==> src/sv/elgd_pkg.sv <==
package elgd_pkg;

    localparam int unsigned DATA_W = 32;
    localparam int unsigned CNT_W  = $clog2(DATA_W);
    localparam int unsigned PC_W   = 3;

    typedef logic [DATA_W-1:0] word_t;
    typedef logic [PC_W-1:0]   pc_t;
    typedef logic [0:0]        cfg_idx_t;

    localparam cfg_idx_t CFG_MODULUS     = 1'b0;
    localparam cfg_idx_t CFG_PRIVATE_KEY = 1'b1;

    typedef enum logic [1:0] {A_ONE, A_SQ, A_ACC} a_sel_t;
    typedef enum logic [1:0] {B_C1, B_SQ, B_ACC, B_C2} b_sel_t;
    typedef enum logic {D_SQ, D_ACC} dst_t;
    typedef enum logic [2:0] {JC_NONE, JC_ALWAYS, JC_ERR, JC_EZERO, JC_EEVEN} jcond_t;

    // program steps
    localparam pc_t PC_INIT   = 3'd0;
    localparam pc_t PC_REDUCE = 3'd1;
    localparam pc_t PC_TEST   = 3'd2;
    localparam pc_t PC_ODD    = 3'd3;
    localparam pc_t PC_MULACC = 3'd4;
    localparam pc_t PC_SQUARE = 3'd5;
    localparam pc_t PC_FINAL  = 3'd6;
    localparam pc_t PC_OUT    = 3'd7;

    typedef struct packed {
        logic   init;
        logic   mul;
        a_sel_t a_sel;
        b_sel_t b_sel;
        dst_t   dst;
        logic   shift_e;
        jcond_t jcond;
        pc_t    target;
        logic   finish;
    } uword_t;

    typedef struct packed {
        logic   init;
        logic   mul_start;
        a_sel_t a_sel;
        b_sel_t b_sel;
        dst_t   dst;
        logic   mul_wr;
        logic   shift_e;
        logic   finish;
    } dp_ctrl_t;

    typedef struct packed {
        logic err;
        logic e_zero;
        logic e_odd;
        logic mul_done;
        logic out_free;
    } dp_stat_t;

    // Control store: right-to-left square-and-multiply
    function automatic uword_t ucode(pc_t pc);
        uword_t w;
        w = '0;
        case (pc)
            PC_INIT: begin
                w.init   = 1'b1;
                w.jcond  = JC_ERR;
                w.target = PC_OUT;
            end
            PC_REDUCE: begin
                // base mod m as 1 * c1
                w.mul   = 1'b1;
                w.a_sel = A_ONE;
                w.b_sel = B_C1;
                w.dst   = D_SQ;
            end
            PC_TEST: begin
                w.jcond  = JC_EZERO;
                w.target = PC_FINAL;
            end
            PC_ODD: begin
                w.jcond  = JC_EEVEN;
                w.target = PC_SQUARE;
            end
            PC_MULACC: begin
                w.mul   = 1'b1;
                w.a_sel = A_SQ;
                w.b_sel = B_ACC;
                w.dst   = D_ACC;
            end
            PC_SQUARE: begin
                w.mul     = 1'b1;
                w.a_sel   = A_SQ;
                w.b_sel   = B_SQ;
                w.dst     = D_SQ;
                w.shift_e = 1'b1;
                w.jcond   = JC_ALWAYS;
                w.target  = PC_TEST;
            end
            PC_FINAL: begin
                // c2 only feeds the serial operand, so it need not be reduced
                w.mul   = 1'b1;
                w.a_sel = A_ACC;
                w.b_sel = B_C2;
                w.dst   = D_ACC;
            end
            PC_OUT: begin
                w.finish = 1'b1;
            end
            default: begin
                w.finish = 1'b1;
            end
        endcase
        return w;
    endfunction

endpackage

==> src/sv/elgd_modmul.sv <==
// Interleaved modular multiplier, one bit of b per cycle, MSB first.
// Needs a < m; b may be any value.
module elgd_modmul
    import elgd_pkg::*;
(
    input  logic  aclk,
    input  logic  aresetn,
    input  logic  start,
    input  word_t a,
    input  word_t b,
    input  word_t m,
    output logic  done,
    output word_t result
);

    logic             busy_reg, busy_next;
    logic             done_reg, done_next;
    logic [CNT_W-1:0] cnt_reg, cnt_next;
    word_t            r_reg, r_next;
    word_t            b_reg, b_next;

    logic [DATA_W+1:0] r2, m1, m2, r_red;

    always_comb begin
        r2    = {1'b0, r_reg, 1'b0} + (b_reg[DATA_W-1] ? {2'b00, a} : '0);
        m1    = {2'b00, m};
        m2    = {1'b0, m, 1'b0};
        // r2 < 3m, so at most two subtractions
        if (r2 >= m2) begin
            r_red = r2 - m2;
        end else if (r2 >= m1) begin
            r_red = r2 - m1;
        end else begin
            r_red = r2;
        end

        busy_next = busy_reg;
        done_next = 1'b0;
        cnt_next  = cnt_reg;
        r_next    = r_reg;
        b_next    = b_reg;
        if (start) begin
            busy_next = 1'b1;
            cnt_next  = CNT_W'(DATA_W - 1);
            r_next    = '0;
            b_next    = b;
        end else if (busy_reg) begin
            r_next   = r_red[DATA_W-1:0];
            b_next   = {b_reg[DATA_W-2:0], 1'b0};
            cnt_next = cnt_reg - 1'b1;
            if (cnt_reg == '0) begin
                busy_next = 1'b0;
                done_next = 1'b1;
            end
        end
    end

    always_ff @(posedge aclk) begin
        if (!aresetn) begin
            busy_reg <= 1'b0;
            done_reg <= 1'b0;
        end else begin
            busy_reg <= busy_next;
            done_reg <= done_next;
        end
        cnt_reg <= cnt_next;
        r_reg   <= r_next;
        b_reg   <= b_next;
    end

    assign done   = done_reg;
    assign result = r_reg;

endmodule

==> src/sv/elgd_seq.sv <==
// Step counter over the control store, with conditional jumps.
module elgd_seq
    import elgd_pkg::*;
(
    input  logic     aclk,
    input  logic     aresetn,
    input  logic     start,
    input  dp_stat_t stat,
    output dp_ctrl_t ctrl,
    output logic     busy
);

    logic   busy_reg, busy_next;
    logic   wait_reg, wait_next;
    pc_t    pc_reg, pc_next;
    uword_t uw;
    logic   taken;
    logic   advance;

    always_comb begin
        uw = ucode(pc_reg);

        case (uw.jcond)
            JC_NONE:   taken = 1'b0;
            JC_ALWAYS: taken = 1'b1;
            JC_ERR:    taken = stat.err;
            JC_EZERO:  taken = stat.e_zero;
            JC_EEVEN:  taken = !stat.e_odd;
            default:   taken = 1'b0;
        endcase

        ctrl           = '0;
        ctrl.a_sel     = uw.a_sel;
        ctrl.b_sel     = uw.b_sel;
        ctrl.dst       = uw.dst;
        busy_next      = busy_reg;
        wait_next      = wait_reg;
        pc_next        = pc_reg;
        advance        = 1'b0;

        if (busy_reg) begin
            if (uw.mul) begin
                if (!wait_reg) begin
                    ctrl.mul_start = 1'b1;
                    wait_next      = 1'b1;
                end else if (stat.mul_done) begin
                    ctrl.mul_wr = 1'b1;
                    wait_next   = 1'b0;
                    advance     = 1'b1;
                end
            end else if (uw.finish) begin
                if (stat.out_free) begin
                    ctrl.finish = 1'b1;
                    busy_next   = 1'b0;
                end
            end else begin
                ctrl.init = uw.init;
                advance   = 1'b1;
            end
        end

        ctrl.shift_e = advance && uw.shift_e;
        if (advance) begin
            pc_next = taken ? uw.target : pc_t'(pc_reg + 1'b1);
        end

        if (start) begin
            busy_next = 1'b1;
            wait_next = 1'b0;
            pc_next   = PC_INIT;
        end
    end

    always_ff @(posedge aclk) begin
        if (!aresetn) begin
            busy_reg <= 1'b0;
            wait_reg <= 1'b0;
            pc_reg   <= PC_INIT;
        end else begin
            busy_reg <= busy_next;
            wait_reg <= wait_next;
            pc_reg   <= pc_next;
        end
    end

    assign busy = busy_reg;

endmodule

==> src/sv/elgamal_decrypt_modexp_core.sv <==
// Sequence: a reduction of c1, then per exponent bit a zero test, an odd test, a multiply
// into the accumulator when the bit is set and a squaring, then a final product with c2;
// the result then waits for a free output register. A key error goes straight to output.
// Throughput: one beat at a time; the next beat is taken once the sequencer is idle,
// even while the previous result still waits at the output register.
// Reset: synchronous active-low aresetn; modulus returns to 3, key to 0, no beat held.
module elgamal_decrypt_modexp_core
    import elgd_pkg::*;
(
    input  logic     aclk,
    input  logic     aresetn,

    input  logic     cfg_wr_en,
    input  cfg_idx_t cfg_index,
    input  word_t    cfg_wdata,

    input  logic     s_valid,
    output logic     s_ready,
    input  word_t    s_cipher_first,
    input  word_t    s_cipher_second,

    output logic     m_valid,
    input  logic     m_ready,
    output word_t    m_message,
    output logic     m_key_error
);

    word_t    modulus_reg, key_reg;
    word_t    c1_reg, c2_reg, acc_reg, sq_reg, e_reg;
    logic     err_reg;
    logic     m_valid_reg;
    word_t    message_reg;
    logic     key_error_reg;

    dp_ctrl_t ctrl;
    dp_stat_t stat;
    logic     busy;
    logic     accept;
    logic     cfg_err;
    word_t    mul_a, mul_b, mul_res;
    logic     mul_done;

    assign accept  = s_valid && s_ready;
    assign s_ready = !busy;

    // key must not exceed m - 2; a modulus below two is unusable
    assign cfg_err = (modulus_reg < word_t'(2)) || (key_reg > (modulus_reg - word_t'(2)));

    always_comb begin
        case (ctrl.a_sel)
            A_ONE:   mul_a = word_t'(1);
            A_SQ:    mul_a = sq_reg;
            A_ACC:   mul_a = acc_reg;
            default: mul_a = acc_reg;
        endcase
        case (ctrl.b_sel)
            B_C1:    mul_b = c1_reg;
            B_SQ:    mul_b = sq_reg;
            B_ACC:   mul_b = acc_reg;
            B_C2:    mul_b = c2_reg;
            default: mul_b = c2_reg;
        endcase
    end

    assign stat.err      = cfg_err;
    assign stat.e_zero   = (e_reg == '0);
    assign stat.e_odd    = e_reg[0];
    assign stat.mul_done = mul_done;
    assign stat.out_free = !m_valid_reg || m_ready;

    elgd_seq u_seq (
        .aclk    (aclk),
        .aresetn (aresetn),
        .start   (accept),
        .stat    (stat),
        .ctrl    (ctrl),
        .busy    (busy)
    );

    elgd_modmul u_mul (
        .aclk    (aclk),
        .aresetn (aresetn),
        .start   (ctrl.mul_start),
        .a       (mul_a),
        .b       (mul_b),
        .m       (modulus_reg),
        .done    (mul_done),
        .result  (mul_res)
    );

    always_ff @(posedge aclk) begin
        if (!aresetn) begin
            modulus_reg <= word_t'(3);
            key_reg     <= '0;
            m_valid_reg <= 1'b0;
        end else begin
            if (cfg_wr_en) begin
                case (cfg_index)
                    CFG_MODULUS:     modulus_reg <= cfg_wdata;
                    CFG_PRIVATE_KEY: key_reg     <= cfg_wdata;
                    default: ;
                endcase
            end
            if (ctrl.finish) begin
                m_valid_reg <= 1'b1;
            end else if (m_ready) begin
                m_valid_reg <= 1'b0;
            end
        end

        if (accept) begin
            c1_reg <= s_cipher_first;
            c2_reg <= s_cipher_second;
        end
        if (ctrl.init) begin
            acc_reg <= word_t'(1);
            e_reg   <= modulus_reg - key_reg - word_t'(1);
            err_reg <= cfg_err;
        end
        if (ctrl.mul_wr) begin
            if (ctrl.dst == D_ACC) begin
                acc_reg <= mul_res;
            end else begin
                sq_reg <= mul_res;
            end
        end
        if (ctrl.shift_e) begin
            e_reg <= {1'b0, e_reg[DATA_W-1:1]};
        end
        if (ctrl.finish) begin
            message_reg   <= err_reg ? '0 : acc_reg;
            key_error_reg <= err_reg;
        end
    end

    assign m_valid     = m_valid_reg;
    assign m_message   = message_reg;
    assign m_key_error = key_error_reg;

endmodule

==> config.mk <==
export PLATFORM = sky130hd
export DESIGN_NAME = elgamal_decrypt_modexp_core
export DESIGN_NICKNAME = d
export VERILOG_FILES = /design/src/sv/elgd_pkg.sv /design/src/sv/elgd_modmul.sv /design/src/sv/elgd_seq.sv /design/src/sv/elgamal_decrypt_modexp_core.sv
export SDC_FILE = /design/constraint.sdc
export NUM_CORES = 1
export LEC_CHECK = 0
export BUFFER_PORTS_ARGS = -buffer_cell sky130_fd_sc_hd__buf_2
export CAP_MARGIN = 30
export CORE_ASPECT_RATIO = 0.5
export CORE_UTILIZATION = 30
export CTS_BUF_LIST = sky130_fd_sc_hd__clkbuf_16
export DETAILED_ROUTE_END_ITERATION = 8
export GPL_ROUTABILITY_DRIVEN = 1
export SKIP_LAST_GASP = 1
export SYNTH_ARGS = -nofsm -noshare
export SYNTH_HDL_FRONTEND = slang
export SYNTH_HIERARCHICAL = 1
export SYNTH_SLANG_ARGS = --single-unit
==> constraint.sdc <==
create_clock -name aclk -period 8.2 [get_ports aclk]
set_input_delay 0.82 -clock aclk [delete_from_list [all_inputs] [get_ports aclk]]
set_output_delay 0.82 -clock aclk [all_outputs]
set_load 0.05 [all_outputs]
==> summary.md <==
| Metric | Value |
|---|---|
| Dpl cell area | between 20000 and 25000 sq um |
| Most frequent cells in the layout | nand2_1, edfxtp_1, ha_1, o21ai_0, a21oi_1 |
| Final hold viol count | 0 |
| Worst path arrival time | 7890 ps |
| RSZ-0062 raised after global routing | false |
| Design Area, Final | 25340 sq um |
| Htree depth | 2 |
| Final ANT Viol Nets | 0 |
| Synthesized flop and latch total | 335 |
| Ratio of cells with drive above 1 in the final layout | between 10% and 20% |
| Combinational Power Share | 47.7% |
| GR Util met3 | 3.039% |
| Clock power frac | between 20% and 30% |
| Total gr overflow | 0 |
| Peak VDD IR | 0.0002715 V |
| DRC Markers | 0 |
| Final Skew | 16.65 ps |
| Setup-failing EPs final | 0 |
| Postcts setup bufs | 0 |
| Cell variety after synth | 94 |
| Initial antenna violation count | 13 |
| # rows | 70 |
| Post-CTS sizing | 0 |
| Slew HR | 36.82% |
| Final HPWL DP | 47.58 mm |
| Reg clk slew, reported paths | 60 ps |
| Critical Path RT | 8700 ps |
| Initial core utilization | 30.50% |
| Cell Area, Synth | 22390 sq um |
| Worst Path Max Fanout | 35 |
| Synth warnings | 6 |
| Total Neg Setup Slack | 0 ps |
| CORE AREA | ~73000 sq um |
| Full die area | 75780 sq um |
| Clock Path Buffers | 3 |
| Fin cells | 3520 |
| Area leader, netlist | edfxtp_1 |
| Pwr/cell area | 287.3 nW/um^2 |
| Die Y | 195.2 um |
| DR vias/cell | 5.115 |
| Setup CP Type | reg -> reg |
| Fmax | 135.3 MHz |
| Internal | around 0.0043 W |
| Sw frac | about two fifths |
| Synth top area cells | edfxtp_1, dfxtp_1, ha_1, nand2_1, xnor2_1 |
| Slew @ Worst Pin | 947.7 ps |
| Final period util | around 90% |
| DRT Wirelength | 62.10 mm |
| Gr busiest metal | met2 |
| Number of port buffers | 136 |
| Synthesized Nets | about 2700 |
| Total power | 0.007281 W |
| Fraction of the yosys area taken by sequential cells | about 39% |
| Area delta synth->final | 13.21% |
| # fillers | 7549 |
| Reg2Reg Setup Slack | 810 ps |
| First-pass GRT wire length | 97.17 mm |
| Top_reg_cell synth | edfxtp_1 |
| Skew-Pair Late Insertion Delay | around 560 ps |
| Number of clock sinks | ~340 |
| First-pass iteration count of the detailed router | 9 |
| Crit start category | flop |
| CP most frequent cell | nand2_1 |
| Routed vias | 18010 |
| Tmin final | 7389 ps |
| Slew Limit Fails | 0 |
| Hold-fix buffers, CTS | 0 |
| Gpl congestion | 0.9280 |
| Gate Count Post-Synth | ~2400 |
| Number of global-route vias before repair | 17190 |
| GR Util All Layers | 16.14% |
| CP endpoint kind | flop |
| M2 GR Usage | 25.21% |
| Flop pwr share | 29.5% |
| IO Count | 137 |
| Post-synthesis async set-or-reset flop share | 0% |
| Nets | 2787 |
| CP max-delay cell | a21oi_4 |
| Average wire per standard cell | between 15 and 20 um |
| Placed insts | 3448 |
| Largest net degree at the start of global routing | 67 |
| Max Cap Viol | 0 |
| Status | completed |
| Cts bufs inserted | 37 |
| Top cell type's share of synthesized area | 25.89% |
| CTS root buffer | clkbuf_16 |
| Met1 usage | 22.63% |
| Most common cell after layout, fill and taps aside | nand2_1 |
| Mean post-synth cell area | 9.258 sq um |
| Post-synth EDFFs | just under 200 |
| Hold WC Path Type | in -> reg |
| CTS tree | yes |
| DRT iter0 DRCs | around 1500 |
| Largest stage delay, worst path | 640 ps |
| Final design utilization | 34.53% |
| Leakage | 9.869 nW |
| Sw power | 0.002955 W |
| DIE WIDTH | 388.3 um |
## critical path: cells and delay by family, from the launching register on
family	cells	cell delay, ps
compound gates	15	3410
xor+xnor	1	360
fa+ha+maj	3	1030
buf+inv	2	660
flops	1	600
simple gates	7	1230
## layout make-up
class	count	area, sq um	share of cell area (%)
repair buffers	163	895.9	3.535
inverters	111	416.7	1.644
clock inverters	28	201.4	0.7949
diodes	4	10.01	0.03950
multi-input cells	1867	12960	51.15
well taps	972	1216	4.799
clock buffers	40	1001	3.950
flip-flops and latches	335	8638	34.09
## cells by family after synthesis
group	after synthesis	share of synthesized area (%)
and+or+nand+nor	824	17.72
xor gates and xnor gates	127	4.969
adders and majority gates	170	9.636
muxes	83	5.707
DFF	335	38.59
buffers and inverters	216	3.795
AOI/OAI and AO/OA	663	19.59
## worst paths after layout
check,from,to,cells after the start
hold / removal,s_cipher_first[6],c1_reg[6]$_DFFE_PP_,1
setup / recovery,u_seq/pc_reg[1]$_SDFFE_PP0P_,u_mul/result[28]$_SDFFE_PP0P_,28
hold reg to reg,u_mul/cnt_reg[4]$_SDFFE_PP1P_,u_mul/done$_SDFF_PP0_,1
setup reg to reg,u_seq/pc_reg[1]$_SDFFE_PP0P_,u_mul/result[28]$_SDFFE_PP0P_,28
## power by group through the flow
stage	registers, W	clock network [W]	logic [W]
2_1_floorplan	0.00210	0	0.00263
3_3_place_gp	0.00218	0	0.00337
3_5_place_dp	0.00218	0	0.00341
4_1_cts	0.00214	0.00171	0.00342
5_1_grt	0.00217	0.00176	0.00381
6_report	0.00215	0.00166	0.00347
## layer usage
metal  vias to the layer above  wire length, um
met5                         -               67
met2                       468            27070
li1                       8992                -
met4                        12             1477
met3                        87             3464
met1                      8446            30010
## cell usage after synthesis (15+ instances only)
| cell type | n |
|---|---|
| a21boi_0 | 71 |
| nand2_1 | 374 |
| xor2_1 | 41 |
| o31ai_1 | 15 |
| a211oi_1 | 21 |
| inv_1 | 110 |
| edfxtp_1 | 193 |
| o21bai_1 | 21 |
| nor2_1 | 107 |
| clkbuf_1 | 79 |
| nand4_1 | 25 |
| nand3_1 | 39 |
| nor3_1 | 42 |
| and2_1 | 47 |
| a21o_1 | 60 |
| o21ai_0 | 150 |
| nand2b_1 | 51 |
| and3_1 | 19 |
| a21oi_1 | 148 |
| ha_1 | 166 |
| o21a_1 | 25 |
| nor2b_1 | 53 |
| dfxtp_1 | 142 |
| nor4_1 | 15 |
| o211ai_1 | 24 |
| mux2_2 | 37 |
| mux4_2 | 32 |
| xnor2_1 | 86 |
## through the flow
stage | worst slack, ps | hold WS, ps
2_1_floorplan | 2267 | 428.2
3_3_place_gp | 1030 | 457.0
3_5_place_dp | 896.5 | 463.1
4_1_cts | 859.9 | 396.8
5_1_grt | 288.9 | 404.6
6_report | 810.9 | 429.2
(Power assumes the default switching activity.)
